===== config.mk =====
export PLATFORM = sky130hd
export DESIGN_NAME = sorted_table_insert_delete_core
export DESIGN_NICKNAME = d
export VERILOG_FILES = /design/src/rtl/sti_pkg.sv /design/src/rtl/sti_datapath.sv /design/src/rtl/sti_ctrl.sv /design/src/rtl/sorted_table_insert_delete_core.sv
export SDC_FILE = /design/constraint.sdc
export NUM_CORES = 1
export LEC_CHECK = 0
export BUFFER_PORTS_ARGS = -buffer_cell sky130_fd_sc_hd__buf_2
export CAP_MARGIN = 30
export CORE_MARGIN = 2
export CORE_UTILIZATION = 50
export CTS_CLUSTER_SIZE = 30
export DETAILED_ROUTE_END_ITERATION = 10
export PLACE_DENSITY = 0.72
export SETUP_SLACK_MARGIN = 0.15
export SYNTH_ARGS = -nofsm -noshare
export SYNTH_HDL_FRONTEND = slang
export SYNTH_SLANG_ARGS = --single-unit

===== constraint.sdc =====
create_clock -name clk_i -period 15.48 [get_ports clk_i]
set_input_delay 1.548 -clock clk_i [delete_from_list [all_inputs] [get_ports clk_i]]
set_output_delay 1.548 -clock clk_i [all_outputs]
set_load 0.02 [all_outputs]

===== src/rtl/sti_pkg.sv =====
// ---------------------------------------------------------------------------
// sti_pkg
// Shared types and codes for the sorted table insert/delete core: channel
// items, result status codes and the controller/datapath interface.
// ---------------------------------------------------------------------------
package sti_pkg;

  // operation codes carried in the mode field
  localparam logic MODE_INSERT = 1'b0;
  localparam logic MODE_DELETE = 1'b1;

  // result status codes
  localparam logic [1:0] ST_DONE      = 2'd0;
  localparam logic [1:0] ST_FULL      = 2'd1;
  localparam logic [1:0] ST_NOT_FOUND = 2'd2;

  // input item
  typedef struct packed {
    logic               mode;
    logic signed [15:0] value;
  } in_item_t;

  // result item
  typedef struct packed {
    logic [1:0] status;
    logic [5:0] position;
    logic [6:0] count_after;
  } out_item_t;

  // controller states
  typedef enum logic [3:0] {
    S_IDLE,
    S_INS_CHK,
    S_INS_CMP,
    S_DEL_CHK,
    S_DEL_CMP,
    S_SHF_CHK,
    S_SHF_WR,
    S_FIN_DONE,
    S_FIN_FULL,
    S_FIN_NF
  } state_e;

  // table read address relative to the walking index
  typedef enum logic [1:0] {
    RA_BELOW,
    RA_AT,
    RA_ABOVE
  } rd_sel_e;

  // table write operations
  typedef enum logic [1:0] {
    WR_NONE,
    WR_MOVE_UP,
    WR_VALUE,
    WR_MOVE_DOWN
  } wr_op_e;

  // controller to datapath
  typedef struct packed {
    logic       load_ins;
    logic       load_del;
    logic       rd_en;
    rd_sel_e    rd_sel;
    wr_op_e     wr_op;
    logic       idx_inc;
    logic       pos_cap;
    logic       cnt_inc;
    logic       cnt_dec;
    logic       res_load;
    logic [1:0] res_status;
  } dp_cmd_t;

  // datapath to controller
  typedef struct packed {
    logic full;
    logic idx_zero;
    logic idx_at_end;
    logic idx_last;
    logic rd_gt;
    logic rd_eq;
    logic out_busy;
  } dp_stat_t;

endpackage


===== src/rtl/sti_datapath.sv =====
// ---------------------------------------------------------------------------
// sti_datapath
// Table memory, entry count, walking index and the result register. Does
// one read or one write of the table per cycle as the controller commands.
// ---------------------------------------------------------------------------
module sti_datapath #(
  parameter int CAPACITY = 64
) (
  input  logic               clk_i,
  input  logic               rst_ni,
  input  logic signed [15:0] value_i,
  input  sti_pkg::dp_cmd_t   cmd_i,
  output sti_pkg::dp_stat_t  stat_o,
  output logic               out_valid_o,
  input  logic               out_stall_i,
  output sti_pkg::out_item_t out_item_o
);

  localparam int AW = (CAPACITY > 1) ? $clog2(CAPACITY) : 1;
  localparam int CW = $clog2(CAPACITY + 1);

  logic signed [15:0] mem [CAPACITY];
  logic signed [15:0] val_q, rd_q;
  logic [CW-1:0]      idx_q, idx_d;
  logic [CW-1:0]      cnt_q, cnt_d;
  logic [CW-1:0]      pos_q;
  logic [CW-1:0]      rd_addr;
  logic [CW:0]        idx_next_w;
  logic               wr_en;
  logic signed [15:0] wr_data;
  logic               out_valid_q, out_valid_d;
  sti_pkg::out_item_t out_q;
  logic [31:0]        pos_ext, cnt_ext;

  // read address around the walking index
  always_comb begin
    case (cmd_i.rd_sel)
      sti_pkg::RA_BELOW: rd_addr = idx_q - CW'(1);
      sti_pkg::RA_AT:    rd_addr = idx_q;
      sti_pkg::RA_ABOVE: rd_addr = idx_q + CW'(1);
      default:           rd_addr = idx_q;
    endcase
  end

  assign wr_en   = (cmd_i.wr_op != sti_pkg::WR_NONE);
  assign wr_data = (cmd_i.wr_op == sti_pkg::WR_VALUE) ? val_q : rd_q;

  // table memory, registered read
  always_ff @(posedge clk_i) begin
    if (wr_en) begin
      mem[idx_q[AW-1:0]] <= wr_data;
    end
    if (cmd_i.rd_en) begin
      rd_q <= mem[rd_addr[AW-1:0]];
    end
  end

  // operand and captured position
  always_ff @(posedge clk_i) begin
    if (cmd_i.load_ins || cmd_i.load_del) begin
      val_q <= value_i;
    end
    if (cmd_i.pos_cap) begin
      pos_q <= idx_q;
    end
  end

  // walking index and entry count
  always_comb begin
    idx_d = idx_q;
    if (cmd_i.load_ins) begin
      idx_d = cnt_q;
    end else if (cmd_i.load_del) begin
      idx_d = '0;
    end else if (cmd_i.wr_op == sti_pkg::WR_MOVE_UP) begin
      idx_d = idx_q - CW'(1);
    end else if (cmd_i.wr_op == sti_pkg::WR_MOVE_DOWN || cmd_i.idx_inc) begin
      idx_d = idx_q + CW'(1);
    end
    cnt_d = cnt_q;
    if (cmd_i.cnt_inc) begin
      cnt_d = cnt_q + CW'(1);
    end else if (cmd_i.cnt_dec) begin
      cnt_d = cnt_q - CW'(1);
    end
  end

  always_ff @(posedge clk_i or negedge rst_ni) begin
    if (!rst_ni) begin
      idx_q <= '0;
      cnt_q <= '0;
    end else begin
      idx_q <= idx_d;
      cnt_q <= cnt_d;
    end
  end

  // status back to the controller
  assign idx_next_w       = {1'b0, idx_q} + (CW+1)'(1);
  assign stat_o.full       = (cnt_q == CW'(CAPACITY));
  assign stat_o.idx_zero   = (idx_q == '0);
  assign stat_o.idx_at_end = (idx_q >= cnt_q);
  assign stat_o.idx_last   = (idx_next_w >= {1'b0, cnt_q});
  assign stat_o.rd_gt      = (rd_q > val_q);
  assign stat_o.rd_eq      = (rd_q == val_q);
  assign stat_o.out_busy   = out_valid_q && out_stall_i;

  // result register
  assign pos_ext     = 32'(pos_q);
  assign cnt_ext     = 32'(cnt_q);
  assign out_valid_d = cmd_i.res_load || (out_valid_q && out_stall_i);

  always_ff @(posedge clk_i) begin
    if (cmd_i.res_load) begin
      out_q.status      <= cmd_i.res_status;
      out_q.position    <= (cmd_i.res_status == sti_pkg::ST_DONE) ? pos_ext[5:0] : 6'd0;
      out_q.count_after <= cnt_ext[6:0];
    end
  end

  always_ff @(posedge clk_i or negedge rst_ni) begin
    if (!rst_ni) begin
      out_valid_q <= 1'b0;
    end else begin
      out_valid_q <= out_valid_d;
    end
  end

  assign out_valid_o = out_valid_q;
  assign out_item_o  = out_q;

  // count stays within capacity
  a_cnt_range: assert property (@(posedge clk_i) disable iff (!rst_ni)
    cnt_q <= CW'(CAPACITY))
    else $error("entry count above capacity");

  // count moves by at most one per step
  a_cnt_step: assert property (@(posedge clk_i) disable iff (!rst_ni)
    (cnt_q != $past(cnt_q)) |->
      ((cnt_q == $past(cnt_q) + CW'(1)) || (cnt_q == $past(cnt_q) - CW'(1))))
    else $error("entry count jumped");

  // walking index never passes the count
  a_idx_range: assert property (@(posedge clk_i) disable iff (!rst_ni)
    idx_q <= cnt_q)
    else $error("walking index beyond entry count");

  // table writes land inside the table
  a_wr_addr: assert property (@(posedge clk_i) disable iff (!rst_ni)
    wr_en |-> (idx_q < CW'(CAPACITY)))
    else $error("table write out of range");

endmodule


===== src/rtl/sti_ctrl.sv =====
// ---------------------------------------------------------------------------
// sti_ctrl
// Sequencer for insert and delete: walks the table one entry per check and
// compare/write state pair, issuing reads, moves and the final result load.
// ---------------------------------------------------------------------------
module sti_ctrl (
  input  logic              clk_i,
  input  logic              rst_ni,
  input  logic              in_valid_i,
  input  logic              mode_i,
  output logic              in_stall_o,
  input  sti_pkg::dp_stat_t stat_i,
  output sti_pkg::dp_cmd_t  cmd_o
);

  sti_pkg::state_e state_q, state_d;

  // state register
  always_ff @(posedge clk_i or negedge rst_ni) begin
    if (!rst_ni) begin
      state_q <= sti_pkg::S_IDLE;
    end else begin
      state_q <= state_d;
    end
  end

  // next state and commands
  always_comb begin
    state_d    = state_q;
    cmd_o      = '0;
    cmd_o.rd_sel     = sti_pkg::RA_AT;
    cmd_o.wr_op      = sti_pkg::WR_NONE;
    cmd_o.res_status = sti_pkg::ST_DONE;
    in_stall_o = (state_q != sti_pkg::S_IDLE);
    case (state_q)
      sti_pkg::S_IDLE: begin
        if (in_valid_i) begin
          if (mode_i == sti_pkg::MODE_INSERT) begin
            if (stat_i.full) begin
              state_d = sti_pkg::S_FIN_FULL;
            end else begin
              cmd_o.load_ins = 1'b1;
              state_d        = sti_pkg::S_INS_CHK;
            end
          end else begin
            cmd_o.load_del = 1'b1;
            state_d        = sti_pkg::S_DEL_CHK;
          end
        end
      end
      // insert: walk down from the top while the entry below is larger
      sti_pkg::S_INS_CHK: begin
        if (stat_i.idx_zero) begin
          cmd_o.wr_op   = sti_pkg::WR_VALUE;
          cmd_o.pos_cap = 1'b1;
          cmd_o.cnt_inc = 1'b1;
          state_d       = sti_pkg::S_FIN_DONE;
        end else begin
          cmd_o.rd_en  = 1'b1;
          cmd_o.rd_sel = sti_pkg::RA_BELOW;
          state_d      = sti_pkg::S_INS_CMP;
        end
      end
      sti_pkg::S_INS_CMP: begin
        if (stat_i.rd_gt) begin
          cmd_o.wr_op = sti_pkg::WR_MOVE_UP;
          state_d     = sti_pkg::S_INS_CHK;
        end else begin
          cmd_o.wr_op   = sti_pkg::WR_VALUE;
          cmd_o.pos_cap = 1'b1;
          cmd_o.cnt_inc = 1'b1;
          state_d       = sti_pkg::S_FIN_DONE;
        end
      end
      // delete: scan up for the first match
      sti_pkg::S_DEL_CHK: begin
        if (stat_i.idx_at_end) begin
          state_d = sti_pkg::S_FIN_NF;
        end else begin
          cmd_o.rd_en  = 1'b1;
          cmd_o.rd_sel = sti_pkg::RA_AT;
          state_d      = sti_pkg::S_DEL_CMP;
        end
      end
      sti_pkg::S_DEL_CMP: begin
        if (stat_i.rd_eq) begin
          cmd_o.pos_cap = 1'b1;
          state_d       = sti_pkg::S_SHF_CHK;
        end else begin
          cmd_o.idx_inc = 1'b1;
          state_d       = sti_pkg::S_DEL_CHK;
        end
      end
      // close the gap, one entry at a time
      sti_pkg::S_SHF_CHK: begin
        if (stat_i.idx_last) begin
          cmd_o.cnt_dec = 1'b1;
          state_d       = sti_pkg::S_FIN_DONE;
        end else begin
          cmd_o.rd_en  = 1'b1;
          cmd_o.rd_sel = sti_pkg::RA_ABOVE;
          state_d      = sti_pkg::S_SHF_WR;
        end
      end
      sti_pkg::S_SHF_WR: begin
        cmd_o.wr_op = sti_pkg::WR_MOVE_DOWN;
        state_d     = sti_pkg::S_SHF_CHK;
      end
      // hand the result over once the output register is free
      sti_pkg::S_FIN_DONE: begin
        if (!stat_i.out_busy) begin
          cmd_o.res_load   = 1'b1;
          cmd_o.res_status = sti_pkg::ST_DONE;
          state_d          = sti_pkg::S_IDLE;
        end
      end
      sti_pkg::S_FIN_FULL: begin
        if (!stat_i.out_busy) begin
          cmd_o.res_load   = 1'b1;
          cmd_o.res_status = sti_pkg::ST_FULL;
          state_d          = sti_pkg::S_IDLE;
        end
      end
      sti_pkg::S_FIN_NF: begin
        if (!stat_i.out_busy) begin
          cmd_o.res_load   = 1'b1;
          cmd_o.res_status = sti_pkg::ST_NOT_FOUND;
          state_d          = sti_pkg::S_IDLE;
        end
      end
      default: begin
        state_d = sti_pkg::S_IDLE;
      end
    endcase
  end

  // a result is only loaded while the output register can take it
  a_res_free: assert property (@(posedge clk_i) disable iff (!rst_ni)
    cmd_o.res_load |-> !stat_i.out_busy)
    else $error("result loaded over a held item");

  // the table is never read and written in the same cycle
  a_rd_wr_excl: assert property (@(posedge clk_i) disable iff (!rst_ni)
    cmd_o.rd_en |-> (cmd_o.wr_op == sti_pkg::WR_NONE))
    else $error("table read and write together");

  // an item is taken only from idle
  a_accept_idle: assert property (@(posedge clk_i) disable iff (!rst_ni)
    (in_valid_i && !in_stall_o) |=> (state_q != sti_pkg::S_IDLE))
    else $error("accepted item did not start an operation");

endmodule


===== src/rtl/sorted_table_insert_delete_core.sv =====
// ---------------------------------------------------------------------------
// sorted_table_insert_delete_core
// Ascending table of signed 16-bit values with insert and delete.
// ---------------------------------------------------------------------------
// Usage:
//   Input channel (in_valid_i / in_stall_o / in_item_i) takes one operation:
//   mode insert places the value after any equal entries, mode delete removes
//   the lowest-index equal entry. Each operation gives exactly one item on
//   the output channel (out_valid_o / out_stall_i / out_item_o) with status,
//   position and the entry count afterwards.
//   One operation is worked at a time; the table sits in a single-port
//   memory and every entry moved or compared takes a read step and then a
//   compare/write step. An insert walks down from the top to its position,
//   a delete walks the whole table whether the value is found or absent,
//   and an insert into a full table goes straight to its result.
//   The input is taken again on the cycle after the result is loaded, even
//   if that result is still waiting to be taken. A stalled result holds in
//   the output register; a finished operation waits there until it is free.
//   Reset empties the table at once (the count goes to zero); no clearing
//   pass is needed since entries beyond the count are never read.
// ---------------------------------------------------------------------------
module sorted_table_insert_delete_core #(
  parameter int CAPACITY = 64
) (
  input  logic               clk_i,
  input  logic               rst_ni,
  input  logic               in_valid_i,
  output logic               in_stall_o,
  input  sti_pkg::in_item_t  in_item_i,
  output logic               out_valid_o,
  input  logic               out_stall_i,
  output sti_pkg::out_item_t out_item_o
);

  sti_pkg::dp_cmd_t  cmd;
  sti_pkg::dp_stat_t stat;

  // sequencer
  sti_ctrl u_ctrl (
    .clk_i      (clk_i),
    .rst_ni     (rst_ni),
    .in_valid_i (in_valid_i),
    .mode_i     (in_item_i.mode),
    .in_stall_o (in_stall_o),
    .stat_i     (stat),
    .cmd_o      (cmd)
  );

  // table, count and result register
  sti_datapath #(
    .CAPACITY (CAPACITY)
  ) u_datapath (
    .clk_i       (clk_i),
    .rst_ni      (rst_ni),
    .value_i     (in_item_i.value),
    .cmd_i       (cmd),
    .stat_o      (stat),
    .out_valid_o (out_valid_o),
    .out_stall_i (out_stall_i),
    .out_item_o  (out_item_o)
  );

endmodule


* After elaboration in Yosys (flattened, before gate mapping) *
Memory sizes are Yosys's and may differ from the RTL's. A register that Yosys moved wholly into a read port is not among the register bits.
Cells that the tools add are included.

storage, ports and cells
  output and inout port bits = 17
  memories kept = 1
  bits in writable memories = 1024
  flip-flop bits (word level) = 56
  logic and storage cells = 94
  bits of input ports = 21

memory list
  name            words  bits a word  rd ports  clocked after memory_dff  wr ports  line                source
  u_datapath.mem  64     16           1         1                         1         sti_datapath.sv:22  logic signed [15:0] mem [CAPACITY];

cells by class
  magnitude comparators = 3
  equal/unequal tests = 17
  muxes and demuxes = 45
  add/subtract/negate cells = 5
  reductions and logical operators = 14

operators with widths
  kind                 number
  $mux 7               6
  $pmux 4 s8           1
  $mux 3               9
  $mux 4               5
  $pmux 3 s3           2
  $eq 16x16->1         1
  $eq 4x3->1 const B   4
  $gt 16x16->1         1
  $mux 16              1
  $add 7x1->7 const B  2
  $sub 7x1->7 const B  2
  $mux 2               6
  $pmux 6 s2           1
  $mux 1               11
  $add 7x1->8 const B  1
  $eq 4x2->1 const B   2
  $eq 4x4->1 const B   2
  $ge 8x7->1           1
  $reduce_bool 4->1    2
  $eq 7x7->1 const B   1
  $ge 7x7->1           1
  $logic_not 7->1      1
  $eq 2x2->1 const B   3
  $pmux 2 s3           1
  12 further kinds     17

* Logic depth before layout (Yosys ltp) *
Gate-level depths: netlist of the first run.

  depth in word-level cells = 9
  gate-level depth with buffers = 19
  gate-level depth less buffers = 18

* Hierarchy *
A second synthesis of the first run with hierarchy kept.

unflattened totals
  cell total of the unflattened synthesis = 2634
  area total of the unflattened synthesis = 45742.6 um2

by module, submodules not included
  module        seq. area each (um2)  cells each  area each (um2)  times used
  sti_datapath  32716.4               2556        45185.8          1
  sti_ctrl      100.1                 78          556.8            1

* Least setup slack after synthesis of the first run *
OpenSTA, ideal clock, no wires.

  path kind = register to register
  start = reg u_datapath.rd_q[1] (read register of u_datapath.mem)
  end = mem u_datapath.mem[0][10], data pin
  path buffers = 1
  data required time = 14.777 ns
  library setup time = 0.703 ns
  stages on the path, launching flop included = 12
  clock period less this slack = 5.386 ns
  data arrival time = 4.683 ns
  slack = 10.094 ns
  cell sequence = edfxtp_1 -> ha_1 -> nor2b_1 -> o21a_1 -> o21ai_0 -> a21oi_1 -> o31ai_1 -> a31oi_1 -> o22ai_1 -> nand2_1 -> clkbuf_1 -> o21ai_0

between the ends
  cells in the longest elaborated chain, start to end = 5

ends and longest elaborated chain
  element                     line                 source
  start, declared             sti_datapath.sv:23   logic signed [15:0] val_q, rd_q;
  $gt 16x16->1                sti_datapath.sv:104  assign stat_o.rd_gt = (rd_q > val_q);
  $mux 2                      sti_ctrl.sv:65       if (stat_i.rd_gt) begin
  $pmux 2 s3                  sti_ctrl.sv:35       case (state_q)
  $eq 2x2->1                  sti_datapath.sv:46   assign wr_data = (cmd_i.wr_op == sti_pkg::WR_VALUE) ? val_q : rd_q;
  $mux 16                     sti_datapath.sv:46
  net u_datapath.wr_data[10]  sti_datapath.sv:30   logic signed [15:0] wr_data;
  end, declared               sti_datapath.sv:22

The timed path passes the listed nets, and every way through them passes these cells.

* Worst setup path in the final report of the first run *
  start = reg u_datapath.idx_q[0]
  end = reg u_datapath.rd_q[3] (read register of u_datapath.mem), data pin

between the ends
  cells in the longest elaborated chain, start to end = 6
  elaborated cells on any way between the ends = 13
  classes of those cells = add/sub (3); order compare (2); eq/ne (1); mux (5); reduce/logical (2)

ends and longest elaborated chain
  element                                               line                 source
  start, declared                                       sti_datapath.sv:24   logic [CW-1:0] idx_q, idx_d;
  start signal, assigned                                sti_datapath.sv:93   idx_q <= idx_d;
  $add 7x1->8                                           sti_datapath.sv:99   assign idx_next_w = {1'b0, idx_q} + (CW+1)'(1);
  $ge 8x7->1                                            sti_datapath.sv:103  assign stat_o.idx_last = (idx_next_w >= {1'b0, cnt_q});
  $mux 3                                                sti_ctrl.sv:96       if (stat_i.idx_last) begin
  $pmux 3 s3                                            sti_ctrl.sv:35
  $eq 2x2->1 / $logic_not 2->1 (equally long branches)  sti_datapath.sv:37   case (cmd_i.rd_sel)
  $pmux 6 s2                                            sti_datapath.sv:37

Parallel ways exist; a longest one is shown, timed or not.
A chain may end at the register's enable or synchronous reset.

==> results.cfg, run 1 <==
[status]
status = completed

[floorplan]
die_h_um = 305
die_w_um = 305
die_area_um2 = 92700
rows = 110
coreArea_um2 = 89700
ios = 38
start_util_pct = 50.3

[routing]
via_count = 28188
wl_per_cell_um = 24.0
drt_iter0_drc = 3363
first_pass_iters = 6
ant_nets = 0
wl_met3_um = 10900
totalWireLength_um = 113000
drc = 0
met1Wirelength_um = 45700
met2_length_um = 51600
viasPerCell = 5.99
highest_layer = met4

[power_and_ir_drop]
vdd_drop_max_mv = 0.617
power.leakage_nw = 17.8
p_per_area_nw_per_um2 = 234

[synth]
synth_top_area_share_pct = 71.6
synth.largest_area_cell = edfxtp_1
synth_common_cells = 1077 x edfxtp_1, 859 x nand2_1, 400 x nand3_1
yosys-top-cells-area = edfxtp_1 72%, nand2_1 7.1%, nand3_1 4.4%, mux2i_1 2.9%, dfrtp_1 1.1%
syn-num-nets = 3449
synth_cell_types = 77
synthCells = 3390
ys_seq_area_share_pct = 72.7
synth_most_common_cell = edfxtp_1
synth_top_flop_cell = edfxtp_1
synth-edff-count = 1077
yosysWarnings = 0
synth-seq-cells = 1096
syn_area_um2 = 45200
async_reset_ff_share_pct = 1.73
synth.avg_cell_area_um2 = 13.3

[layout]
final_nets = 3505
drive_gt1_share_pct = 10.6
multiInputGateArea_um2 = 11600
fillCellCount = 6967
ff_latch_area_um2 = 32800
fin_area_um2 = 50300
instances_no_fill = 4708
syn2layout_area_growth_pct = 11.5

[clocking]
ctsResizeCount = 0
cts_tree = yes
path_clk_slew_ns = 0.06
cts_setup_buffers = 0
cts_sinks = 1096
clock_tree.root_cell = clkbuf_16
cts_buffers = 106
cts_buffer_depth = 3
cts_hold_buf = 0
clk_latency_ns = 0.68
h-tree-depth = 3

[worst_setup_path]
cp_slowest_cell = dfrtp_1
crit_path_end_kind = flip-flop
crit_chain = inv_1 > ha_1 > ha_1 > a211o_1 > a31o_2 > a21oi_1 > a21o_1 > o21a_4 > buf_4 > buf_4 > nand2_1 > nand3_1 > a21boi_0 > or4_1 > nor4_1
max_stage_delay_ns = 0.98
cp.arrival_ns = 6.91
crit_type = flip-flop to flip-flop
start_kind = flip-flop
path_max_fanout = 65
required_ns = 15.96

[timing]
min_period_ns = 6.43
whs_ns = 0.502
rsz0062_at_grt = false
fin_crit_sh_pct = 41.5
setup_viol = 0
setup-tns-final_ns = 0
hold_viol = 0
maxSlewViolCount = 0
slew_headroom_pct = 25.5
finClkSkew_ns = 0.0276
worst_pin_slew_ns = 1.12
fmax_mhz = 156

[place]
place_area_um2 = 47100
place.gp.congestion = 0.882
port_buffers = 37
dpl.cell_count = 4513
place_hpwl_um = 62600

[grt]
grt_pass1_vias = 26823
grt_max_degree = 199
antenna_found_initial = 1
globalRouteOverflowTotal = 0
grt_pass1_wl_um = 169000
grt_usage_pct = 24.1

[hold_path]
hold_class = flip-flop to flip-flop

[run]
drv_cap = 0
==> where the power goes <==
group / internal (W) / switching [W]
logic: 0.00147 / 0.00364
clock network: 0.00136 / 0.00107
registers: 0.00408 / 0.000133
total: 0.00691 / 0.00485
==> cells in the final DEF, fill, tap and decap left out, types with 5 or more instances in the layout <==
cell / n
nand4_1: 10
clkinv_2: 16
and3_1: 65
o21ai_4: 16
inv_1: 33
nand2_1: 858
edfxtp_1: 1077
nand2b_1: 7
a22oi_1: 18
clkinv_1: 25
a21oi_1: 49
a21boi_0: 32
clkbuf_1: 31
or4_1: 17
ha_1: 37
and4_1: 15
nor2_1: 98
xor2_1: 5
clkbuf_16: 110
nor2_2: 5
a32o_1: 16
and2_1: 9
nand3_1: 400
mux2i_1: 130
a21o_1: 15
nor4_1: 31
o21ai_0: 13
xnor2_1: 10
o221ai_1: 16
dfrtp_1: 19
buf_4: 108
nor2b_1: 9
nand3b_1: 5
buf_2: 37
nor3_1: 10
mux2_2: 35
a31oi_1: 52
==> critical path: cells and delay by family (launching register included) <==
| kind | cells | cell delay, ns |
|---|---|---|
| adders and majority gates | 2 | 0.62 |
| AOI/OAI and AO/OA | 6 | 1.80 |
| and+or+nand+nor | 4 | 0.95 |
| buffers and inverters | 3 | 1.84 |
| DFF | 1 | 0.98 |
==> cell families (layout without fill, tap and decap cells) <==
family / count (synthesis) / after routing / share of synthesized area [%]
mux: 165 / 165 / 3.75
buf+inv: 236 / 377 / 2.24
xor+xnor: 18 / 18 / 0.391
compound gates: 275 / 275 / 4.37
other cells: 0 / 1 / 0
flops: 1096 / 1096 / 72.7
fa+ha+maj: 38 / 38 / 1.07
simple gates: 1562 / 1562 / 15.5
==> path summary, 6_finish.rpt <==
path	from	to	slack, ns	cells past startpoint
setup / recovery	u_datapath.idx_q[0]	u_datapath.rd_q[3]	9.05	15
hold / removal	u_datapath.cnt_q[6]	u_datapath.out_item_o[6]	0.50	0
setup reg to reg	u_datapath.idx_q[0]	u_datapath.rd_q[3]	9.05	15
hold reg to reg	u_datapath.cnt_q[6]	u_datapath.out_item_o[6]	0.50	0
max in group asynchronous	rst_ni	u_ctrl.state_q[2]	14.32	1
min in group asynchronous	rst_ni	u_datapath.cnt_q[0]	0.83	1
==> routing by layer <==
metal	GRT usage, %	vias up
li1	-	12605
met1	33.5	13917
met2	37.3	1449
met3	4.42	217
met4	10.6	0
met5	0	-
==> flip-flops by register name, indices dropped and copies added, names as in the netlist <==
| signal | cells |
|---|---|
| u_datapath.out_valid_o | 1 |
| u_datapath.pos_q | 6 |
| u_datapath.mem | 1024 |
| u_datapath.cnt_q | 7 |
| u_datapath.val_q | 16 |
| u_datapath.out_item_o | 15 |
| u_datapath.rd_q | 16 |
| u_datapath.idx_q | 7 |
| u_ctrl.state_q | 4 |
==> per-stage QoR <==
step	utilization, %	setup slack, ns	total power, W
global route	56.1	8.66	0.0123
finish	56.1	9.05	0.0118
global placement	52.4	9.24	0.00923
floorplan	-	10.09	0.00765
CTS	56.1	9.14	0.0118
detailed placement	52.5	9.17	0.00934
==> area by class of cell <==
cell class,instances,share of cell area (%)
Sequential cell,1096,65.2
Inverter,33,0.246
Tap cell,1176,2.92
Clock inverter,50,0.696
Multi-Input combinational cell,2058,23.0
Antenna cell,1,0.00497
Clock buffer,143,5.76
Timing Repair Buffer,151,2.19
Note: power is estimated with default switching activity, not from simulation.
==> run 2: changes to the inputs <==
--- a/config.mk
+++ b/config.mk
@@ -11,7 +11,7 @@
 export CORE_UTILIZATION = 50
 export CTS_CLUSTER_SIZE = 30
 export DETAILED_ROUTE_END_ITERATION = 10
-export PLACE_DENSITY = 0.72
+export PLACE_DENSITY = 0.75
 export SETUP_SLACK_MARGIN = 0.15
 export SYNTH_ARGS = -nofsm -noshare
 export SYNTH_HDL_FRONTEND = slang
==> constraint.sdc (replaced) <==
create_clock -name clk_i -period 5.4 [get_ports clk_i]
set_input_delay 0.54 -clock clk_i [delete_from_list [all_inputs] [get_ports clk_i]]
set_output_delay 0.54 -clock clk_i [all_outputs]
set_load 0.02 [all_outputs]
==> results.cfg, run 2 (synthesis gave the netlist of run 1 again) <==
[layout]
fin_area_um2 = 50900
final_common_cell = edfxtp_1
syn2layout_area_growth_pct = 12.6
drive_gt1_share_pct = 12.1
final_nets = 3555
fillCellCount = 6883
final_cell_mix = 1077 x edfxtp_1, 858 x nand2_1, 400 x nand3_1
diodes = 0
largest_reg_flops = 1024

[timing]
rsz0062_at_grt = false
fin_crit_sh_pct = 93.4
setup_viol = 0
setup-tns-final_ns = 0
worst_pin_slew_ns = 1.08
slew_headroom_pct = 28.0
fmax_mhz = 198
hold_viol = 0
fin_ws_ns = 0.354
min_period_ns = 5.05
finClkSkew_ns = 0.0433
maxSlewViolCount = 0

[clocking]
clock_tree.root_cell = clkbuf_16
clk_latency_ns = 0.68
h-tree-depth = 3
path_clk_slew_ns = 0.06
cts_buffers = 104
cts_buffer_depth = 3
cts_sinks = 1096
cts_tree = yes

[grt]
globalRouteOverflowTotal = 0
antenna_found_initial = 0
grt_pass1_wl_um = 175000
grt_pass1_vias = 27518
grt_usage_pct = 25.0
grt_max_degree = 97

[routing]
via_count = 28910
wl_per_cell_um = 24.7
drt_iter0_drc = 4294
first_pass_iters = 6
totalWireLength_um = 117000
ant_nets = 0
drc = 0
viasPerCell = 6.08

[floorplan]
die_w_um = 305
coreArea_um2 = 89700
ios = 38
die_area_um2 = 92700
start_util_pct = 50.3
die_h_um = 305
rows = 110

[worst_setup_path]
required_ns = 5.86
path_max_fanout = 13
crit_path_end_kind = flip-flop
cp.arrival_ns = 5.51
r2r_cells = 14
cp_slowest_cell = or4_1
start_kind = flip-flop
r2r_start = u_datapath.idx_q[1]
r2r_slack_ns = 0.35
crit_type = flip-flop to flip-flop
max_stage_delay_ns = 0.66
r2r_end = u_datapath.rd_q[15]
crit_chain = and3_1 > nand3_1 > xnor2_1 > ha_1 > a21o_1 > a221oi_4 > nand2_2 > a211oi_2 > nor2_1 > nand3_2 > buf_4 > a21oi_1 > or4_1 > nor4_1

[power_and_ir_drop]
p_per_area_nw_per_um2 = 684
power.leakage_nw = 18.1
vdd_drop_max_mv = 0.750

[place]
dp_slack_ns = 0.365
port_buffers = 37
place.gp.congestion = 0.984
place_hpwl_um = 71300
place_area_um2 = 47600

[run]
drv_cap = 0

[status]
status = completed

[hold_path]
whs_endpoint = u_datapath.val_q[3]
hold_class = input port to flip-flop
holdCritStartpoint = in_item_i[3]
min_path_cells = 1
[run 2: cell types whose count changed in the layout (fill, tap and decap cells not counted), moves of 5 or more]
cell       before  now
buf_4         108  143
buf_12          3   20
clkbuf_1       31   22
clkbuf_16     110  105
clkinv_2       16   21
[run 2: per-stage QoR]
step                      hold WS, ns  power, W  utilization [%]  cells
after floorplan                 0.244    0.0219                -   3390
after global placement          0.486    0.0275             53.1   4563
after detailed placement        0.495    0.0278             53.1   4565
after CTS                      0.0130    0.0346             56.7   4757
after global routing           0.0271    0.0363             56.7   4757
final                          0.0497    0.0348             56.7   4757
[run 2: worst max-delay path: cells and delay by family, from the launching register on]
family	cells	cell delay [ns]
and+or+nand+nor	7	2.04
DFF	1	0.59
buffers and inverters	1	0.24
AOI/OAI and AO/OA	4	1.33
xor gates and xnor gates	1	0.31
adders and majority gates	1	0.32
[run 2: worst max path at each step]
stage               depth (start not counted)           startpoint                    end
detailed placement                         15  u_datapath.idx_q[1]    u_datapath.rd_q[10]
finish                                     14  u_datapath.idx_q[1]    u_datapath.rd_q[15]
global placement                           13  u_datapath.idx_q[1]     u_datapath.rd_q[8]
CTS                                        15  u_datapath.idx_q[1]     u_datapath.rd_q[6]
floorplan                                  11   u_datapath.rd_q[1]  u_datapath.mem[0][10]
global route                               14  u_datapath.idx_q[1]    u_datapath.rd_q[11]
[run 2: repair_timing]
| item | 4_1_cts | 5_1_grt |
|---|---|---|
| resized for setup | 0 | 2 |
| hold buffers | 1 | 0 |
| setup buffers | 0 | 0 |
| hold endpoints to repair | 19 | 0 |
| setup endpoints to repair | 0 | 2 |
[run 2: report_power, final]
part	switching, W	internal [W]	total [W]
Clock	0.00308	0.00381	0.00689
Sequential	0.000330	0.0117	0.0120
Combinational	0.0111	0.00479	0.0159
[run 2: per-layer routing]
metal  vias up  GRT usage (%)  routed length, um
met5         -              0                  0
met4         0           11.4               5590
met3       278           5.13              13000
met2      1748           38.5              53300
met1     14177           34.4              45500
li1      12707              -                  -
[run 2: layout make-up]
cell class                      count  area [um^2]  share of cell area, %
Sequential cell                  1096        32800                   64.5
Timing Repair Buffer              203         1690                   3.32
Multi-Input combinational cell   2058        11600                   22.7
Clock buffer                      127         2710                   5.33
Inverter                           33          124                  0.244
Clock inverter                     64          489                  0.962
Tap cell                         1176         1470                   2.89
